===== src/hdl/ubh_pkg.sv =====
// Shared types and constants for the uniform-bin histogram.
// Used by ubh_front, ubh_queue, ubh_back and uniform_bin_histogram.
package ubh_pkg;

  localparam int DATA_W      = 32;
  localparam int BIN_NUM_W   = 8;
  localparam int NUM_BINS_W  = 9;
  localparam int CFG_INDEX_W = 2;

  // Job queue between front and back
  localparam int QUEUE_DEPTH = 4;
  localparam int QPTR_W      = 2;
  localparam int QLEVEL_W    = 3;

  // Configuration register indexes
  typedef enum logic [CFG_INDEX_W-1:0] {
    REG_LEFT_EDGE  = 2'd0,
    REG_RIGHT_EDGE = 2'd1,
    REG_BIN_SCALE  = 2'd2,
    REG_NUM_BINS   = 2'd3
  } reg_index_t;

  // Register reset values
  localparam logic signed [DATA_W-1:0] LEFT_EDGE_RST  = 32'sh0000_0000;
  localparam logic signed [DATA_W-1:0] RIGHT_EDGE_RST = 32'sh0100_0000;
  localparam logic [DATA_W-1:0]        BIN_SCALE_RST  = 32'h0001_0000;
  localparam logic [NUM_BINS_W-1:0]    NUM_BINS_RST   = 9'd256;

  // Item function codes
  localparam logic [1:0] FUNC_CLEAR = 2'd0;
  localparam logic [1:0] FUNC_ADD   = 2'd1;
  localparam logic [1:0] FUNC_READ  = 2'd2;

  typedef struct packed {
    logic [1:0]               func;
    logic signed [DATA_W-1:0] sample;
    logic [BIN_NUM_W-1:0]     bin_select;
  } item_t;

  typedef struct packed {
    logic [BIN_NUM_W-1:0] bin_number;
    logic [DATA_W-1:0]    bin_count;
    logic                 in_range;
  } result_t;

  // Classified operation handed to the back end
  typedef enum logic [1:0] {
    JOB_CLEAR = 2'd0,
    JOB_ADD   = 2'd1,
    JOB_READ  = 2'd2,
    JOB_NONE  = 2'd3
  } job_op_t;

  // Bin index is wide enough for every bin that num_bins can select
  typedef struct packed {
    job_op_t               op;
    logic [NUM_BINS_W-1:0] bin;
    logic                  hit;
  } job_t;

  typedef struct packed {
    logic clearing;
  } back_status_t;

endpackage


===== src/hdl/ubh_front.sv =====
// Front end: configuration registers, item acceptance, range check and
// bin computation. Depends on ubh_pkg.
module ubh_front
  import ubh_pkg::*;
#(
  parameter int BINS = 256
) (
  input  logic                   clk,
  input  logic                   rst,
  input  logic                   start,
  output logic                   busy,
  input  item_t                  item,
  input  logic                   cfg_write,
  input  logic [CFG_INDEX_W-1:0] cfg_index,
  input  logic [DATA_W-1:0]      cfg_data,
  input  logic [QLEVEL_W-1:0]    level,
  input  back_status_t           status,
  output logic                   push,
  output job_t                   job
);

  // num_bins cannot exceed 511, so that bounds the bins in use as well as BINS
  localparam int NB_MAX = (BINS > 511) ? 511 : BINS;
  localparam logic [NUM_BINS_W-1:0] LAST_MAX = NUM_BINS_W'(NB_MAX - 1);
  localparam int SUM_W = QLEVEL_W + 1;

  logic signed [DATA_W-1:0] left_edge;
  logic signed [DATA_W-1:0] right_edge;
  logic [DATA_W-1:0]        bin_scale;
  logic [NUM_BINS_W-1:0]    num_bins;

  logic                 accept;
  logic                 in_range;
  logic                 known;
  job_op_t              op_in;
  logic [DATA_W-1:0]    diff_in;
  logic                 hit_in;

  // Stage 1: classified item
  logic                 v1;
  job_op_t              op1;
  logic [DATA_W-1:0]    diff1;
  logic [BIN_NUM_W-1:0] sel1;
  logic                 hit1;

  // Stage 2: product integer part
  logic                 v2;
  job_op_t              op2;
  logic [DATA_W-1:0]    hi2;
  logic [BIN_NUM_W-1:0] sel2;
  logic                 hit2;

  logic [2*DATA_W-1:0]   prod;
  logic [NUM_BINS_W-1:0] nb_last;
  logic [NUM_BINS_W-1:0] clamped;
  logic [SUM_W-1:0]      inflight;

  // Hold off while clearing or while the queue could not take every item in flight
  assign inflight = SUM_W'(level) + SUM_W'(v1) + SUM_W'(v2);
  assign busy     = status.clearing || (inflight >= SUM_W'(QUEUE_DEPTH));
  assign accept   = start && !busy;

  // Classify the incoming item
  assign in_range = !((item.sample < left_edge) || (item.sample > right_edge));
  assign diff_in  = DATA_W'(item.sample - left_edge);
  assign hit_in   = (DATA_W'(item.bin_select) < DATA_W'(BINS));

  always_comb begin
    known = 1'b1;
    op_in = JOB_NONE;
    unique case (item.func)
      FUNC_CLEAR: op_in = JOB_CLEAR;
      FUNC_ADD:   op_in = in_range ? JOB_ADD : JOB_NONE;
      FUNC_READ:  op_in = JOB_READ;
      default:    known = 1'b0;
    endcase
  end

  // Configuration registers and stage valids
  always_ff @(posedge clk) begin
    if (rst) begin
      left_edge  <= LEFT_EDGE_RST;
      right_edge <= RIGHT_EDGE_RST;
      bin_scale  <= BIN_SCALE_RST;
      num_bins   <= NUM_BINS_RST;
      v1         <= 1'b0;
      v2         <= 1'b0;
    end else begin
      if (cfg_write) begin
        unique case (reg_index_t'(cfg_index))
          REG_LEFT_EDGE:  left_edge  <= cfg_data;
          REG_RIGHT_EDGE: right_edge <= cfg_data;
          REG_BIN_SCALE:  bin_scale  <= cfg_data;
          REG_NUM_BINS:   num_bins   <= cfg_data[NUM_BINS_W-1:0];
        endcase
      end
      v1 <= accept && known;
      v2 <= v1;
    end
  end

  // Multiply the offset by the scale; keep the integer part
  assign prod = (2*DATA_W)'(diff1) * (2*DATA_W)'(bin_scale);

  // Pipeline payload
  always_ff @(posedge clk) begin
    op1   <= op_in;
    diff1 <= diff_in;
    sel1  <= item.bin_select;
    hit1  <= hit_in;
    op2   <= op1;
    hi2   <= prod[2*DATA_W-1:DATA_W];
    sel2  <= sel1;
    hit2  <= hit1;
  end

  // Last bin in use, with zero acting as one bin
  always_comb begin
    if (num_bins == '0) begin
      nb_last = '0;
    end else if (num_bins > NUM_BINS_W'(NB_MAX)) begin
      nb_last = LAST_MAX;
    end else begin
      nb_last = num_bins - NUM_BINS_W'(1);
    end
  end

  // Clamp to the last bin, covering a sample on the right edge
  assign clamped = (hi2 > DATA_W'(nb_last)) ? nb_last : hi2[NUM_BINS_W-1:0];

  assign push    = v2;
  assign job.op  = op2;
  assign job.bin = (op2 == JOB_ADD) ? clamped : NUM_BINS_W'(sel2);
  assign job.hit = hit2;

endmodule


===== config.mk =====
export PLATFORM = sky130hd
export DESIGN_NAME = ubh_front
export DESIGN_NICKNAME = d
export VERILOG_FILES = /design/src/hdl/ubh_pkg.sv /design/src/hdl/ubh_front.sv
export SDC_FILE = /design/constraint.sdc
export NUM_CORES = 2
export LEC_CHECK = 0
export ABC_AREA = 1
export BUFFER_PORTS_ARGS = -buffer_cell sky130_fd_sc_hd__buf_2
export CAP_MARGIN = 0
export CORE_ASPECT_RATIO = 1.75
export CORE_MARGIN = 2
export CORE_UTILIZATION = 60
export CTS_CLUSTER_DIAMETER = 50
export DETAILED_ROUTE_END_ITERATION = 8
export PLACE_DENSITY = 0.88
export REMOVE_ABC_BUFFERS = 1
export SYNTH_ARGS = -nofsm -noshare
export SYNTH_HDL_FRONTEND = slang
export SYNTH_SLANG_ARGS = --single-unit

===== constraint.sdc =====
create_clock -name clk -period 7.1 [get_ports clk]
set_input_delay 0.355 -clock clk [delete_from_list [all_inputs] [get_ports clk]]
set_output_delay 0.355 -clock clk [all_outputs]
set_load 0.02 [all_outputs]

### Word level (Yosys, flattened, before mapping)

Cells that the tools add are included.

* bits in read-only memories: 0
* RAM bits: 0
* flip-flop bits (word level): 191
* memories: 0
* bits of input ports: 84
* latch bits: 0

* reduce and logical (&&, ||, !) cells: 13
* div/mod/pow operators: 0
* shift operators: 0
* bitwise gates (word level): 0
* magnitude comparators: 5
* $add $sub $neg: 4
* $mul: 1
* equal/unequal tests: 6
* multiplexer cells: 7

Operators by type and width (count)
* $mul 32x32->64: 1
* $mux 9: 4
* $gt 32x32->1: 1
* $gt 32x9->1: 1
* $lt 32x32->1: 1
* $sub 32x32->32: 1
* $gt 9x9->1 const B: 1
* $logic_not 9->1: 1
* $sub 9x1->9 const B: 1
* $reduce_and 2->1: 4
* $eq 2x1->1 const B: 3
* $eq 2x2->1 const B: 3
* $pmux 2 s3: 1
* $add 3x1->4: 1
* $add 4x1->4: 1
* $ge 4x3->1 const B: 1
* $logic_not 2->1: 2
* $reduce_or 3->1: 1
* $logic_and 1x1->1: 2
* $logic_or 1x1->1: 2
* $mux 2: 1
* $logic_not 1->1: 1
* $mux 1: 1

### Longest topological paths before layout

* depth after elaboration: 7
* gate-level depth with buffers: 33
* depth with buffers taken out: 31

### Worst setup path before layout

OpenSTA, ideal clock, no wires.

* path kind: register to register
* from: register bin_scale[5]
* to: register hi2[25]
* slack: 0.787 ns
* required time: 6.988 ns
* buffers on the path: 2
* data arrival time: 6.201 ns
* setup time: 0.112 ns
* cell stages (with the launch flop): 26
* path through: dfxtp_1 clkbuf_1 clkbuf_1 nand2_1 fa_1 inv_1 fa_1 fa_1 inv_1 fa_1 inv_1 fa_1 fa_1 fa_1 inv_1 fa_1 inv_1 ha_1 a21oi_1 o21ai_0 a21boi_0 o21ai_0 a21oi_1 nand2_1 nand2_1 nand2_1

* longest elaborated chain between the ends: 1

Ends and longest elaborated chain
* from (decl): line ubh_front.sv:29 `logic [DATA_W-1:0] bin_scale;`
* from (signal assigned): line ubh_front.sv:93 `REG_BIN_SCALE: bin_scale <= cfg_data;`
* $mul 32x32->64: line ubh_front.sv:103 `assign prod = (2*DATA_W)'(diff1) * (2*DATA_W)'(bin_scale);`
* via prod[57]: line ubh_front.sv:53 `logic [2*DATA_W-1:0] prod;`
* to (signal assigned): line ubh_front.sv:112 `hi2 <= prod[2*DATA_W-1:DATA_W];`
* to (decl): line ubh_front.sv:49 `logic [DATA_W-1:0] hi2;`

The timed path passes the listed nets, and every way through them passes these cells.
A chain may end at the register's enable or synchronous reset.

### Worst setup path in the final report

* from: register diff1[16]
* to: register hi2[25]

* longest elaborated chain between the ends: 1

Ends and longest elaborated chain
* from (decl): line ubh_front.sv:42 `logic [DATA_W-1:0] diff1;`
* from (signal assigned): line ubh_front.sv:108 `diff1 <= diff_in;`
* $mul 32x32->64: line ubh_front.sv:103
* via prod[57]: line ubh_front.sv:53

The timed path passes the listed nets, and every way through them passes these cells.

==> impl_metrics.yaml <==
status:
  status: "completed"
setup_path:
  crit-reg2reg-capture: "hi2[25]$_DFF_P_"
  required_ns: 7.46
  max_stage_delay_ns: 0.64
  crit_top_cell: "fa_1"
  path_max_fanout: 21
  crit_type: "flop to flop"
  r2r_cells: 25
  cp_data_arrival_time_ns: 7.29
  r2r_slack_ns: 0.17
  crit_slowest_cell: "fa_1"
  endpoint_kind: "flop"
  start_kind: "flop"
  worstReg2RegStart: "diff1[16]$_DFF_P_"
timing:
  setup_viol: 0
  hold_violations: 0
  max_slew_margin_pct: 39.25
  worst_pin_slew_ns: 0.9100
  rsz0062_at_grt: "yes"
  slew_violations: 0
  finalWorstSetupSlack_ns: 0.1683
  fin_skew_ns: 0.01847
  fin_crit_ns: 6.932
  finalCritPeriodShare_pct: 97.63
  fmax_mhz: 144.3
  fin_tns_setup_ns: 0
finish:
  layout_common_cells: "1764 x inv_1, 1427 x nand2_1, 896 x fa_1"
  layout-drive-gt1-share_pct: 5.713
  syn_to_final_growth_pct: 8.057
  layout_commonest_cell: "inv_1"
  fin_nets: 7183
  final_util_pct: 65.08
  final_cells: 6813
global_route:
  use_met1_pct: 35.68
  antenna_found_initial: 3
  gr-usage-met2_pct: 65.99
  grtUsageMet3_pct: 5.529
  grt_max_degree: 64
  busiest_layer: "met2"
  grt.overflow.total: 0
  grt_pass1_vias: 41810
  grt_util_all_layers_pct: 37.16
  grt_pass1_wl_um: 213300
power_and_ir_drop:
  power_uw: 21910
  p_int_uw: 9248
  leakage_uw: 0.02805
  ir_drop_uv: 1197
  powerDensity_nw_per_um2: 463.7
  p_seq_share_pct: 6.9
  p_sw_share_pct: 57.80
  clockPowerShare_pct: 4.7
  combPwrFrac_pct: 88.4
  power_switching_uw: 12670
placed_design:
  dp.final_hpwl_um: 109300
  pre_cts_ws_ns: -0.08499
  place.gp.congestion: 1.076
  dp.cells: 6771
  io_buffers: 96
hold_path:
  min_to: "op1[0]$_DFF_P_"
  min_path_type: "primary input to flop"
  hold_depth: 1
  hold_start: "item[40]"
route:
  viasPerCell: 5.575
  dr.pass1.iters: 8
  wire_per_inst_um: 19.92
  ant_nets: 0
  drtIter0Drc: 2842
  drc: 0
  vias: 37980
  drt-total-wl_um: 135700
clock_tree:
  htreeDepth: 4
  post_cts_buffers: 0
  cts_root_buffer: "clkbuf_16"
  cts_buffers: 17
  tritoncts: "done"
  clk_path_buf_depth: 2
  cts.sink_count: 191
  clkTransAtPathRegs_ns: 0.09
  clock_latency_ns: 0.46
synthesis:
  ys_ff_latch: 191
  ys_warn_count: 0
  ys_types: 44
  netlist_area_um2: 43730
  synth_area_per_cell_um2: 7.510
  yosysSeqAreaShare_pct: 8.744
  netlist_instances: 5823
die:
  io_pins: 98
  die_w_um: 208.1
  die_y_um: 361.1
  rows: 131
  dieArea_um2: 75150
  core_area_um2: 72610
  initial_core_util_pct: 60.23
flow_run:
  max-cap-violations: 0
-- synth_stat cells (all sizes together) --
cell | n | area share, %
inv | 1767 | 15
nand2 | 1428 | 12
fa | 896 | 41
ha | 335 | 9.6
nor2 | 295 | 2.5
clkbuf | 250 | 2.1
a21oi | 212 | 2.4
dfxtp | 191 | 8.7
o21ai | 191 | 2.2
nand3 | 81 | 0.94
xor2 | 28 | 0.56
a21o | 21 | 0.36
nor3 | 21 | 0.25
o21bai | 15 | 0.27
xnor2 | 15 | 0.30
nand4 | 14 | 0.20
o21a | 13 | 0.22
nor4 | 9 | 0.13
a31oi | 8 | 0.11
a21boi | 7 | 0.13
buf | 4 | 0.043
o211ai | 4 | 0.069
nand3b | 3 | 0.051
a211oi | 2 | 0.034
and3 | 2 | 0.029
clkinv | 2 | 0.017
o221ai | 2 | 0.040
or2 | 2 | 0.029
a31o | 1 | 0.020
and2 | 1 | 0.014
conb | 1 | 0.0086
nor3b | 1 | 0.017
o31ai | 1 | 0.017
-- power groups by stage --
stage               Clock, µW  Sequential, µW  Combinational (µW)
finish                   1020            1520               19400
CTS                      1030            1510               19000
global route             1070            1520               21100
global placement            0            1530               18500
floorplan                   0            1700               10800
detailed placement          0            1530               18800
-- registers in the layout, indices dropped and copies added, names as in the netlist --
name	count
v1	1
right_edge	32
bin_scale	32
op1	2
sel1	8
left_edge	32
sel2	8
op2	2
diff1	32
hi2	32
push	1
num_bins	9
-- layer usage --
layer | up-vias | part of all wire [%]
li1 | 16600 | -
met1 | 18280 | 30
met2 | 2140 | 50
met3 | 965 | 7.3
met4 | 0 | 13
met5 | - | 0
-- kinds of logic after synthesis --
logic type      synth area share (%)
compound gates                 5.945
xor+xnor                      0.8612
fa+ha+maj                      50.60
buf+inv                        17.37
flops                          8.744
other cells                 0.008575
simple gates                   16.47
-- critical path, delay by kind of cell (launching register included) --
| family | cells | cell delay (ns) |
|---|---|---|
| and+or+nand+nor | 4 | 0.25 |
| AOI/OAI and AO/OA | 5 | 1.23 |
| adders and majority gates | 9 | 4.32 |
| buffers and inverters | 7 | 0.68 |
| DFF | 1 | 0.33 |
-- cell type report --
class / instances / area (µm²)
multi-input combinational: 3610 / 32340
fill: 5746 / 25360
inverter: 1769 / 6640
sequential: 191 / 3836
timing repair buffer: 279 / 2643
tap: 931 / 1165
clock buffer: 17 / 425.4
clock inverter: 15 / 201.4
antenna: 1 / 2.502
-- what timing repair did --
action,4_1_cts,5_1_grt
gates resized for setup,2,13
pin swaps,0,0
hold buffers,8,0
endpoints found under the setup margin,6,16
gates cloned,0,1
hold endpoints to repair,8,0
-- worst max path at each step --
stage | startpoint | end | slack, ns | depth (start not counted)
2_1_floorplan | diff1[31]$_DFF_P_ | hi2[25]$_DFF_P_ | 0.67 | 23
3_3_place_gp | bin_scale[9]$_SDFFE_PP0P_ | hi2[30]$_DFF_P_ | -0.07 | 24
3_5_place_dp | bin_scale[9]$_SDFFE_PP0P_ | hi2[30]$_DFF_P_ | -0.08 | 24
4_1_cts | bin_scale[3]$_SDFFE_PP0P_ | hi2[30]$_DFF_P_ | 0.15 | 24
5_1_grt | diff1[16]$_DFF_P_ | hi2[25]$_DFF_P_ | -0.02 | 25
6_report | diff1[16]$_DFF_P_ | hi2[25]$_DFF_P_ | 0.17 | 25
-- stage by stage --
stage	area [µm²]	hold WS, ns
3_3_place_gp	46480	0.3120
6_report	47250	0.01884
4_1_cts	47190	0.009984
2_1_floorplan	42780	0.3096
5_1_grt	47250	0.02015
3_5_place_dp	46480	0.3121
No activity file was read; power rests on OpenSTA's default activity.
