### src/hdl/ubh_pkg.sv
// Shared types and constants for the uniform-bin histogram.
// Used by ubh_front, ubh_queue, ubh_back and uniform_bin_histogram.
package ubh_pkg;

  localparam int DATA_W      = 32;
  localparam int BIN_NUM_W   = 8;
  localparam int NUM_BINS_W  = 9;
  localparam int CFG_INDEX_W = 2;

  // Job queue between front and back
  localparam int QUEUE_DEPTH = 4;
  localparam int QPTR_W      = 2;
  localparam int QLEVEL_W    = 3;

  // Configuration register indexes
  typedef enum logic [CFG_INDEX_W-1:0] {
    REG_LEFT_EDGE  = 2'd0,
    REG_RIGHT_EDGE = 2'd1,
    REG_BIN_SCALE  = 2'd2,
    REG_NUM_BINS   = 2'd3
  } reg_index_t;

  // Register reset values
  localparam logic signed [DATA_W-1:0] LEFT_EDGE_RST  = 32'sh0000_0000;
  localparam logic signed [DATA_W-1:0] RIGHT_EDGE_RST = 32'sh0100_0000;
  localparam logic [DATA_W-1:0]        BIN_SCALE_RST  = 32'h0001_0000;
  localparam logic [NUM_BINS_W-1:0]    NUM_BINS_RST   = 9'd256;

  // Item function codes
  localparam logic [1:0] FUNC_CLEAR = 2'd0;
  localparam logic [1:0] FUNC_ADD   = 2'd1;
  localparam logic [1:0] FUNC_READ  = 2'd2;

  typedef struct packed {
    logic [1:0]               func;
    logic signed [DATA_W-1:0] sample;
    logic [BIN_NUM_W-1:0]     bin_select;
  } item_t;

  typedef struct packed {
    logic [BIN_NUM_W-1:0] bin_number;
    logic [DATA_W-1:0]    bin_count;
    logic                 in_range;
  } result_t;

  // Classified operation handed to the back end
  typedef enum logic [1:0] {
    JOB_CLEAR = 2'd0,
    JOB_ADD   = 2'd1,
    JOB_READ  = 2'd2,
    JOB_NONE  = 2'd3
  } job_op_t;

  // Bin index is wide enough for every bin that num_bins can select
  typedef struct packed {
    job_op_t               op;
    logic [NUM_BINS_W-1:0] bin;
    logic                  hit;
  } job_t;

  typedef struct packed {
    logic clearing;
  } back_status_t;

endpackage

### src/hdl/ubh_queue.sv
// Short job queue decoupling the front end from the back end.
// Depends on ubh_pkg.
module ubh_queue
  import ubh_pkg::*;
(
  input  logic                clk,
  input  logic                rst,
  input  logic                push,
  input  job_t                job_in,
  input  logic                pop,
  output job_t                job_out,
  output logic                empty,
  output logic [QLEVEL_W-1:0] level
);

  job_t              entries [QUEUE_DEPTH];
  logic [QPTR_W-1:0] head;
  logic [QPTR_W-1:0] tail;

  assign job_out = entries[head];
  assign empty   = (level == '0);

  // Advance pointers and track occupancy
  always_ff @(posedge clk) begin
    if (rst) begin
      head  <= '0;
      tail  <= '0;
      level <= '0;
    end else begin
      if (push) begin
        tail <= tail + QPTR_W'(1);
      end
      if (pop) begin
        head <= head + QPTR_W'(1);
      end
      level <= level + QLEVEL_W'(push) - QLEVEL_W'(pop);
    end
  end

  // Store entries
  always_ff @(posedge clk) begin
    if (push) begin
      entries[tail] <= job_in;
    end
  end

endmodule

### config.mk
export PLATFORM = sky130hd
export DESIGN_NAME = ubh_queue
export DESIGN_NICKNAME = d
export VERILOG_FILES = /design/src/hdl/ubh_pkg.sv /design/src/hdl/ubh_queue.sv
export SDC_FILE = /design/constraint.sdc
export NUM_CORES = 1
export LEC_CHECK = 0
export BUFFER_PORTS_ARGS = -buffer_cell sky130_fd_sc_hd__clkbuf_2
export CAP_MARGIN = 10
export CORE_ASPECT_RATIO = 1.75
export CORE_MARGIN = 5
export CORE_UTILIZATION = 35
export CTS_CLUSTER_DIAMETER = 150
export CTS_CLUSTER_SIZE = 24
export DETAILED_ROUTE_END_ITERATION = 10
export MAX_ROUTING_LAYER = met4
export PLACE_DENSITY = 0.61
export SYNTH_ARGS = -nofsm -noshare
export SYNTH_HDL_FRONTEND = slang
export SYNTH_SLANG_ARGS = --single-unit
### constraint.sdc
create_clock -name clk -period 2.91 [get_ports clk]
set_input_delay 0.7275 -clock clk [delete_from_list [all_inputs] [get_ports clk]]
set_output_delay 0.7275 -clock clk [all_outputs]
set_load 0.005 [all_outputs]
## After elaboration in Yosys (flattened, before gate mapping)

Memories as Yosys holds them, arrays and structs flattened. A register that Yosys moved wholly into a read port is not among the register bits.
Index checks and enable logic that the tools add are counted.
Widths: inputs -> output; s select.

- Add/sub/neg operators: 4
- Muxes and demuxes: 4
- Reduce and logical (&&, ||, !) cells: 1

Operator list:

| cell | number |
|---|---|
| $add 2x1->2 const B | 2 |
| $mux 2 | 2 |
| $add 3x1->3 | 1 |
| $logic_not 3->1 | 1 |
| $sub 3x1->3 | 1 |
| $mux 1 | 2 |

- Bits in registers: 7
- Memory bits (writable): 48
- Input port bits: 16
- Output and inout bits: 16
- Logic and storage cells: 13
- Memories kept: 1

Memory list:

| name | depth | bits a word | rd ports | clocked after Yosys merged registers in | write ports | RTL line | source |
|---|---|---|---|---|---|---|---|
| entries | 4 | 12 | 1 | 1 | 1 | ubh_queue.sv:16 | `job_t entries [QUEUE_DEPTH];` |

## Logic depth before layout (Yosys ltp)

Gate-level depths: netlist of the first run.

- Word-level depth: 3
- Mapped depth: 7
- Depth with buffers taken out: 7

## Worst setup path after synthesis of the first run

Ideal clock, no wire load.

- Path type: input-to-reg
- Start point: input pop
- End point: register level[2]
- Library setup time: 64 ps
- Arrival time: 1,979 ps
- Required time: 2,846 ps
- Slack: 867 ps
- Cell stages on the path: 6
- Buffers on the path: 0
- Path through: ha_1 inv_1 ha_1 fa_1 xor3_1 nor2_1

- Longest elaborated chain between the ends: 1

Ends and longest elaborated chain:

| element | RTL line | source |
|---|---|---|
| start, declared | ubh_queue.sv:10 | `input logic pop,` |
| $sub 3x1->3 | ubh_queue.sv:36 | `level <= level + QLEVEL_W'(push) - QLEVEL_W'(pop);` |
| end signal, assigned | ubh_queue.sv:36 |  |
| end, declared | ubh_queue.sv:13 | `output logic [QLEVEL_W-1:0] level` |

No other way between the ends.
A chain may end at the register's enable or synchronous reset.

==> run metrics, run 1 <==
Synth Instances=roughly 100; Clk Tree Root Cell=sky130_fd_sc_hd__clkbuf_8; kind of end point of the critical path=output port; number of nets in the layout=167; maximum fanout encountered on the critical timing path=12; starting DRC count in detailed routing=64; number of filler cells placed in the layout=559; antenna cell count=0; static leakage=0.927 nW; count of buffers from port buffering=31; top-area cell type share of the netlist area=66.5%; highest clock frequency the design can meet=429 MHz; maximum number of pins on one net before global-route repair=13; Area growth, synth to finish=18.5%; Layout Skew=2.44 ps; RR Endpoint=level[2]; number of max-cap violations=0; area of the multi-input gates=approximately 510 sq um; type of the worst setup path=flop to output port; data required time of the critical path=2180 ps; data arrival time at the worst-slack endpoint=~1600 ps; most common cell in the synthesized netlist=sky130_fd_sc_hd__edfxtp_1; Skew-Pair Late Insertion Delay=320 ps; most frequently used flop master after synthesis=sky130_fd_sc_hd__edfxtp_1; dpl cell area=0.00241 sq mm; reg-to-reg startpoint=level[0]; count of H-tree levels built during CTS=3; cell accounting for the most synthesized area=sky130_fd_sc_hd__edfxtp_1; clock tree from TritonCTS=built; Power Dens Cells=approximately 680 mW/mm^2; Hold-fix buffers, CTS=0; Avg Cell Area, Syn=21.1 sq um; fraction of the cycle the final worst path needs=80.1%; effective utilization at floorplan=35.4%; boundary pin count=32; storage element area=0.00162 sq mm; die outline height=114 microns; HP Class=flop to flop; initial antenna violation count=0; Period minus WS final=2330 ps; share of cells above drive strength 1=between 30% and 40%; Hold Path Sink=head[1]; transition time of the tightest slew-check pin=roughly 640 ps; main area contributors after synthesis=sky130_fd_sc_hd__edfxtp_1 66%, sky130_fd_sc_hd__mux4_2 10%, sky130_fd_sc_hd__dfxtp_1 8.3%, sky130_fd_sc_hd__ha_1 3.5%, sky130_fd_sc_hd__mux4_1 2.4%; wire length of the first global-routing pass=5.82 mm; Async SR Flop Fraction=0%; via count of the routed design=1037; number of antenna-violating nets in the routed design=0; final count of pins violating max slew=0; cell count of the worst hold path=2; average wire length per cell after detail routing=15.0 microns; deepest clock path buffer count=2; Min-Delay Startpoint=head[1]; Worst-path clk slew=60 ps; weighted congestion at the end of routability-driven global placement=0.669; Yosys warning count=0; largest voltage drop on the vdd net=0.000290 V; share of the yosys chip area belonging to registers=74.8%; routed wire length=3.44 mm; pre-CTS setup slack=664 ps; total overflow reported by the global router=0; count of cells along the worst register-to-register path=7; area of the die=0.00793 sq mm; GRT Total Usage=10.6%; status=finished, final reports clean; number of post-CTS setup repair buffers=0; Die Span X=69.5 microns; post-synth net total=126; Setup-failing EPs final=0; final worst-path setup slack=579 ps; via count of the first global-routing pass=approximately 1200; number of placement rows=38; startpoint class of the critical path=flop; number of hold violations in the final report=0; Final Cell Area=0.00257 sq mm; EDFF count, synth=48; total of flip-flops plus latches after synthesis=57; number of cells upsized or downsized after cts=0; Fin Setup TNS=0 ps; 1st-pass router iterations=4; Netlist cell types=19; Post-DP HPWL=roughly 2.4 mm; most numerous cell types in the synthesized netlist=48 x sky130_fd_sc_hd__edfxtp_1, 10 x sky130_fd_sc_hd__mux4_2, 9 x sky130_fd_sc_hd__dfxtp_1; clock sink count=57; overall power of the completed layout=~0.0017 W; total CTS buffers=9; slack of the worst reg-to-reg path=1120 ps; unrepaired setup endpoints after global routing=no; count of unresolved DRC violations after routing=0; placeable core region=0.00613 sq mm; Slew HR=57.1%; synthesized cell area=0.00217 sq mm; average via count per standard cell=between 4 and 5
-- per-stage QoR --
step	util [%]	std cells	hold slack, ps
after detailed placement	39.4	213	543
after CTS	41.9	229	556
final	41.9	229	554
after global routing	41.9	229	598
after floorplan	-	103	492
after global placement	39.4	213	528
-- routing by layer --
layer	routed length (microns)	up-vias	global-route usage [%]	part of all wire, %
met5	0	-	-	0
met4	89	0	7.43	2.6
met3	185	9	3.78	5.4
met2	1910	30	17.7	55
met1	1260	515	10.1	37
li1	-	483	-	-
-- critical path, cell delays in order, from the launching register on --
cell,delay [ps]
sky130_fd_sc_hd__dfxtp_1,310
sky130_fd_sc_hd__buf_4,250
sky130_fd_sc_hd__mux4_1,590
sky130_fd_sc_hd__clkbuf_2,130
-- flip-flops by register name (all words and copies together) (netlist names), named ones only --
register,cells
entries,48
level,3
head,2
tail,2
-- cells in the final DEF, fill, tap and decap left out --
master	n
sky130_fd_sc_hd__a21oi_1	1
sky130_fd_sc_hd__xor3_1	1
sky130_fd_sc_hd__xnor2_1	2
sky130_fd_sc_hd__edfxtp_1	48
sky130_fd_sc_hd__ha_1	6
sky130_fd_sc_hd__clkinvlp_4	1
sky130_fd_sc_hd__mux2i_1	1
sky130_fd_sc_hd__buf_4	1
sky130_fd_sc_hd__nor3_1	1
sky130_fd_sc_hd__fa_1	1
sky130_fd_sc_hd__nor2b_1	2
sky130_fd_sc_hd__inv_1	6
sky130_fd_sc_hd__clkbuf_2	31
sky130_fd_sc_hd__mux4_1	2
sky130_fd_sc_hd__dfxtp_1	9
sky130_fd_sc_hd__a21bo_2	1
sky130_fd_sc_hd__nand3b_1	1
sky130_fd_sc_hd__and2_1	4
sky130_fd_sc_hd__clkbuf_1	2
sky130_fd_sc_hd__clkbuf_8	9
sky130_fd_sc_hd__clkinv_1	4
sky130_fd_sc_hd__mux4_2	10
sky130_fd_sc_hd__nor2_1	5
-- worst max-delay path by stage --
stage                       end  slack (ps)  startpoint
floorplan              level[2]         870         pop
global placement       level[2]         710         pop
detailed placement     level[2]         660         pop
CTS                  job_out[0]         520        flop
global route        job_out[11]         480        flop
finish              job_out[11]         580        flop
-- power by group --
| group | internal [W] | switching, W | total [W] |
|---|---|---|---|
| registers | 0.000939 | 0.0000254 | 0.000964 |
| clock network | 0.000297 | 0.000269 | 0.000566 |
| logic | 0.000116 | 0.0000917 | 0.000208 |
-- cell families (layout without fill, tap and decap cells) --
kind of cell             Yosys count  count (layout)  share of synthesized area (%)
flip-flops                        57              57                           74.8
XOR/XNOR                           3               3                           1.90
AND/OR/NAND/NOR                   13              13                           3.17
AO/OA/AOI/OAI                      2               2                          0.692
buffers and inverters              8              54                           1.79
multiplexers                      13              13                           13.3
adder cells (fa/ha/maj)            7               7                           4.39
-- cell type report --
cell class              instances  share of cell area [%]
clock inverters                 5                   0.877
flip-flops and latches         57                    63.1
repair buffers                 32                    6.33
inverters                       6                   0.877
well taps                      80                    3.90
multi-input cells              38                    19.8
clock buffers                  11                    5.11
No activity file was read; power rests on OpenSTA's default activity.
==> run 2: changes to the inputs <==
--- a/config.mk
+++ b/config.mk
@@ -14,7 +14,7 @@
 export CTS_CLUSTER_SIZE = 24
 export DETAILED_ROUTE_END_ITERATION = 10
 export MAX_ROUTING_LAYER = met4
-export PLACE_DENSITY = 0.61
+export PLACE_DENSITY = 0.63
 export SYNTH_ARGS = -nofsm -noshare
 export SYNTH_HDL_FRONTEND = slang
 export SYNTH_SLANG_ARGS = --single-unit
==> constraint.sdc (replaced) <==
create_clock -name clk -period 1.9 [get_ports clk]
set_input_delay 0.475 -clock clk [delete_from_list [all_inputs] [get_ports clk]]
set_output_delay 0.475 -clock clk [all_outputs]
set_load 0.005 [all_outputs]
==> run 2 against run 1 <==
The run now ends with negative setup slack left. Sequential share of layout area decreased by 2.3 points. Power increased by 63%. Worst hold slack got worse by 180 ps. Largest power group unchanged.
==> run metrics, run 2 (synthesized netlist as in run 1, its figures left out) <==
initial antenna violation count=0; number of max-cap violations=0; unrepaired setup endpoints after global routing=yes; effective utilization at floorplan=35.4%; standard cell with the maximum stage delay on the critical path=sky130_fd_sc_hd__mux4_2; startpoint class of the critical path=flop; global routing met2 resource utilization=between 10% and 20%; termination of the worst setup path=job_out[11]; status=finished, violations left; deepest clock path buffer count=2; transition time of the tightest slew-check pin=~210 ps; Largest regs=entries (48), level (3); number of placement rows=38; via count of the routed design=1084; total overflow reported by the global router=0; total CTS buffers=9; most frequent standard cell in the layout excluding fill and tap cells=sky130_fd_sc_hd__edfxtp_1; antenna cell count=0; RR Endpoint=level[2]; post-route non-filler standard cell count=between 200 and 250; maximum fanout encountered on the critical timing path=6; count of H-tree levels built during CTS=3; starting DRC count in detailed routing=65; area of the die=0.00793 sq mm; placeable core region=0.00613 sq mm; Worst-path clk slew=60 ps; flip-flop count of the largest register after layout=48; Post-DP HPWL=2.47 mm; Max stage delay on crit path=510 ps; average wire length per cell after detail routing=14.7 microns; static leakage=0.984 nW; Slew HR=85.7%; number of post-CTS setup repair buffers=0; reg-to-reg startpoint=level[0]; number of antenna-violating nets in the routed design=0; Die Span X=between 60 and 70 microns; type of the worst setup path=flop to output port; HP Class=input port to flop; average via count per standard cell=4.59; weighted congestion at the end of routability-driven global placement=0.681; Power Dens Cells=around 1100 mW/mm^2; total placed cells including tap cells=about 220; Area growth, synth to finish=23.4%; boundary pin count=32; Period minus WS final=1950 ps; highest clock frequency the design can meet=512 MHz; data required time of the critical path=1420 ps; Skew-Pair Late Insertion Delay=320 ps; GRT Total Usage=approximately 11%; number of nets in the layout=174; 1st-pass router iterations=4; commonest non-fill, non-tap cells in the layout=48 x sky130_fd_sc_hd__edfxtp_1, 31 x sky130_fd_sc_hd__clkbuf_2, 12 x sky130_fd_sc_hd__mux4_2; Setup-failing EPs final=12; Reg with most FFs=entries; final count of pins violating max slew=0; grt met1 use=10.5%; maximum number of pins on one net before global-route repair=13; routed wire length=3.48 mm; Final Cell Area=0.00268 sq mm; dpl cell area=0.00247 sq mm; Clk Tree Root Cell=sky130_fd_sc_hd__clkbuf_8; worst hold slack across all endpoints=371 ps; Hold-fix buffers, CTS=0; failing checks=negative setup slack; via count of the first global-routing pass=1220; met3 track utilization from global routing=4.66%; final worst-path setup slack=-51.5 ps; ordered list of cells on the worst path=buf_12 > mux4_2 > clkbuf_2; die outline height=approximately 110 microns; final standard cell utilization of the core=~44%; clock tree from TritonCTS=built; data arrival time at the worst-slack endpoint=roughly 1500 ps; fraction of the cycle the final worst path needs=103%; Fin Setup TNS=-336 ps; largest voltage drop on the vdd net=0.000487 V; global route hottest layer=met2; count of cells along the worst register-to-register path=7; count of unresolved DRC violations after routing=0; Layout Skew=4.20 ps; slack of the worst reg-to-reg path=120 ps; clock sink count=57; share of cells above drive strength 1=41.7%; number of hold violations in the final report=0; kind of end point of the critical path=output port; wire length of the first global-routing pass=6.00 mm; count of buffers from port buffering=31
[run 2: cell count changes in the layout (fill, tap and decap cells not counted)]
cell | before | now
sky130_fd_sc_hd__dfxtp_1 | 9 | 7
sky130_fd_sc_hd__clkinv_1 | 4 | 3
sky130_fd_sc_hd__clkinvlp_4 | 1 | 0
sky130_fd_sc_hd__clkinv_2 | 0 | 1
sky130_fd_sc_hd__dfxtp_2 | 0 | 1
sky130_fd_sc_hd__mux4_1 | 2 | 0
sky130_fd_sc_hd__buf_16 | 0 | 1
sky130_fd_sc_hd__dfxtp_4 | 0 | 1
sky130_fd_sc_hd__buf_12 | 0 | 1
sky130_fd_sc_hd__bufinv_16 | 0 | 1
sky130_fd_sc_hd__mux4_2 | 10 | 12
sky130_fd_sc_hd__buf_4 | 1 | 6
[run 2: critical path, delay by kind of cell, from the launching register on]
family | cells | cell delay [ps]
multiplexers | 1 | 510
buffers and inverters | 2 | 260
flip-flops | 1 | 380
[run 2: what timing repair did]
action | in CTS | in global routing
setup endpoints to repair | 12 | 13
cloned | 1 | 0
pin swaps | 0 | 0
gates resized for setup | 5 | 1
[run 2: how the worst min path moves through the flow]
stage / start / to / slack (ps) / depth (start not counted)
floorplan: head[1] / flop / 490 / 2
global placement: head[1] / head[1] / 520 / 2
detailed placement: head[0] / head[1] / 540 / 2
CTS: job_in[1] / entries[0][1] / 360 / 1
global route: job_in[9] / entries[2][9] / 350 / 1
finish: job_in[8] / entries[0][8] / 370 / 1
[run 2: power by group]
| group | total (W) | switching (W) | leakage [nW] | internal [W] |
|---|---|---|---|---|
| sequential | 0.00148 | 0.0000374 | 0.516 | 0.00144 |
| combinational | 0.000359 | 0.000153 | 0.378 | 0.000206 |
| clock | 0.00100 | 0.000413 | 0.0898 | 0.000590 |
| total | 0.00284 | 0.000603 | 0.984 | 0.00223 |
[run 2: layout make-up]
| class | count | area (sq um) |
|---|---|---|
| fillers | 548 | 3460 |
| flip-flops and latches | 57 | 1630 |
| multi-input cells | 38 | 500 |
| repair buffers | 39 | 248 |
| clock buffers | 11 | 131 |
| well taps | 80 | 100 |
| clock inverters | 5 | 46.3 |
| inverters | 6 | 22.5 |
[run 2: through the flow]
stage	power [W]	worst slack (ps)
2_1_floorplan	0.00169	109
3_3_place_gp	0.00183	-8.12
3_5_place_dp	0.00185	-116
4_1_cts	0.00288	-87.2
5_1_grt	0.00300	-113
6_report	0.00284	-51.5
[run 2: metal layers]
metal | share of wire, % | vias up
li1 | - | 499
met1 | 36 | 535
met2 | 54 | 42
met3 | 6.5 | 8
met4 | 3.2 | 0
met5 | 0 | -
==> run 3: changes to the inputs <==
==> constraint.sdc (replaced) <==
create_clock -name clk -period 1.9 [get_ports clk]
set_input_delay 0.475 -clock clk [delete_from_list [all_inputs] [get_ports clk]]
set_output_delay 0.475 -clock clk [all_outputs]
set_load 0.05 [all_outputs]
==> run 3 against run 2 <==
Combinational power is 92% higher. Sequential power barely moved. Critical path type unchanged. Cell count unchanged. Largest power group unchanged. Highest routed layer unchanged. Power rose by 7.5%. The flow still finishes with violations (negative setup slack). Cell area increased by 4.6%. Clock power decreased by 12%. Utilization increased by 2.0 points. Fmax decreased by 6.0%. First-iteration DRC count is 9.2% lower.
==> run metrics, run 3 (synthesized netlist as in run 1, its figures left out) <==
GRT Total Usage=about 11%; dpl cell area=0.00249 sq mm; number of antenna-violating nets in the routed design=0; wire length of the first global-routing pass=~6 mm; data arrival time at the worst-slack endpoint=1600 ps; Layout Skew=6.40 ps; Slew HR=between 80% and 90%; Worst-path clk slew=60 ps; flip-flop count of the largest register after layout=48; number of post-CTS setup repair buffers=0; die outline height=roughly 110 microns; count of buffers from port buffering=31; ordered list of cells on the worst path=buf_16 > mux4_2 > clkbuf_16; startpoint class of the critical path=flop; boundary pin count=32; kind of end point of the critical path=output port; Levels on crit path=3; deepest clock path buffer count=2; most frequent standard cell in the layout excluding fill and tap cells=sky130_fd_sc_hd__edfxtp_1; Power Dens Cells=1090 mW/mm^2; Setup-failing EPs final=12; maximum fanout encountered on the critical timing path=6; average wire length per cell after detail routing=approximately 16 microns; Area growth, synth to finish=29.1%; final standard cell utilization of the core=a little under half; status=finished, violations left; share of cells above drive strength 1=a little over two fifths; Period minus WS final=between 2000 and 2500 ps; count of cells along the worst register-to-register path=7; Max stage delay on crit path=about 550 ps; Final Cell Area=between 0.002 and 0.003 sq mm; average via count per standard cell=4.50; failing checks=negative setup slack; reg-to-reg startpoint=level[0]; highest clock frequency the design can meet=around 480 MHz; number of nets in the layout=~170; RR Endpoint=level[2]; cell family contributing the most delay on the critical path=multiplexers; 1st-pass router iterations=3; weighted congestion at the end of routability-driven global placement=approximately 0.7; final count of pins violating max slew=0; Clk Tree Root Cell=sky130_fd_sc_hd__clkbuf_8; Post-DP HPWL=approximately 2.6 mm; placeable core region=0.00613 sq mm; largest voltage drop on the vdd net=0.000708 V; transition time of the tightest slew-check pin=280 ps; area of the die=between 0.007 and 0.008 sq mm; HP Class=input port to flop; clock sink count=57; total CTS buffers=9; slack of the worst reg-to-reg path=~100 ps; fraction of power consumed by sequential logic=between 40% and 50%; Hold-fix buffers, CTS=0; routed wire length=3.82 mm; antenna cell count=0; via count of the routed design=1062; Reg with most FFs=entries; cell count of the worst hold path=1; maximum number of pins on one net before global-route repair=13; net switching power=0.000861 W; type of the worst setup path=flop to output port; final worst-path setup slack=-176 ps; number of hold violations in the final report=0; commonest non-fill, non-tap cells in the layout=48 x sky130_fd_sc_hd__edfxtp_1, 19 x sky130_fd_sc_hd__clkbuf_2, 12 x sky130_fd_sc_hd__mux4_2; Skew-Pair Late Insertion Delay=320 ps; unrepaired setup endpoints after global routing=yes; via count of the first global-routing pass=1210; clock tree from TritonCTS=built; data required time of the critical path=roughly 1400 ps; effective utilization at floorplan=35.4%; Hold Path Sink=entries[3][8]; Min-Delay Startpoint=job_in[8]; count of unresolved DRC violations after routing=0; Logic pwr share=22.6%; number of placement rows=38; Largest regs=entries (48), level (3); total buffers and inverters traversed by the critical path=2; starting DRC count in detailed routing=between 50 and 60; initial antenna violation count=0; clock group share of total power=28.9%; standard cell with the maximum stage delay on the critical path=sky130_fd_sc_hd__mux4_2; count of H-tree levels built during CTS=3; number of max-cap violations=0; total overflow reported by the global router=0; Switching Fraction=between 20 and 30%; static leakage=between 1 and 1.5 nW; Die Span X=69.5 microns; fraction of the cycle the final worst path needs=109%; Cell Int Power=0.00219 W
[run 3: cell type report]
class                           instances  area [sq um]
Fill cell                             526          3330
Sequential cell                        57          1630
Multi-Input combinational cell         38           505
Timing Repair Buffer                   39           390
Clock buffer                           11           131
Tap cell                               80           100
Clock inverter                          5          22.5
Inverter                                6          22.5
[run 3: worst max-delay path by stage]
stage,end,slack [ps]
floorplan,level[2],10
global placement,level[2],-20
detailed placement,level[2],-100
CTS,job_out[2],-180
global route,job_out[2],-220
finish,job_out[2],-180
[run 3: metal layers]
layer	global-route usage, %	up-vias	routed length, microns	share of wire (%)
met5	-	-	0	0
met1	10.5	529	1320	35
li1	-	496	-	-
met3	4.22	8	192	5.0
met4	5.87	0	97	2.5
met2	19.5	29	2210	58
[run 3: timing repair]
item | in CTS | in global routing
pin swaps | 0 | 0
endpoints found under the setup margin | 12 | 12
resized for setup | 30 | 11
gates cloned | 1 | 0
[run 3: power by group through the flow]
| stage | combinational, W | clock [W] | sequential, W |
|---|---|---|---|
| finish | 0.000688 | 0.000880 | 0.00148 |
| global route | 0.000732 | 0.000980 | 0.00149 |
| CTS | 0.000673 | 0.000916 | 0.00148 |
| detailed placement | 0.000589 | 0 | 0.00150 |
| global placement | 0.000572 | 0 | 0.00150 |
| floorplan | 0.000372 | 0 | 0.00156 |
[run 3: metrics by stage]
| stage | TNS (ps) | setup WS [ps] | power (W) | hold slack, ps | std cells |
|---|---|---|---|---|---|
| after floorplan | 0 | 11.5 | 0.00193 | 492 | 103 |
| after global placement | -17.1 | -17.1 | 0.00207 | 517 | 219 |
| final | -1410 | -176 | 0.00305 | 371 | 236 |
| after CTS | -1870 | -185 | 0.00307 | 350 | 236 |
| after detailed placement | -103 | -103 | 0.00209 | 534 | 219 |
| after global routing | -2010 | -222 | 0.00320 | 356 | 236 |
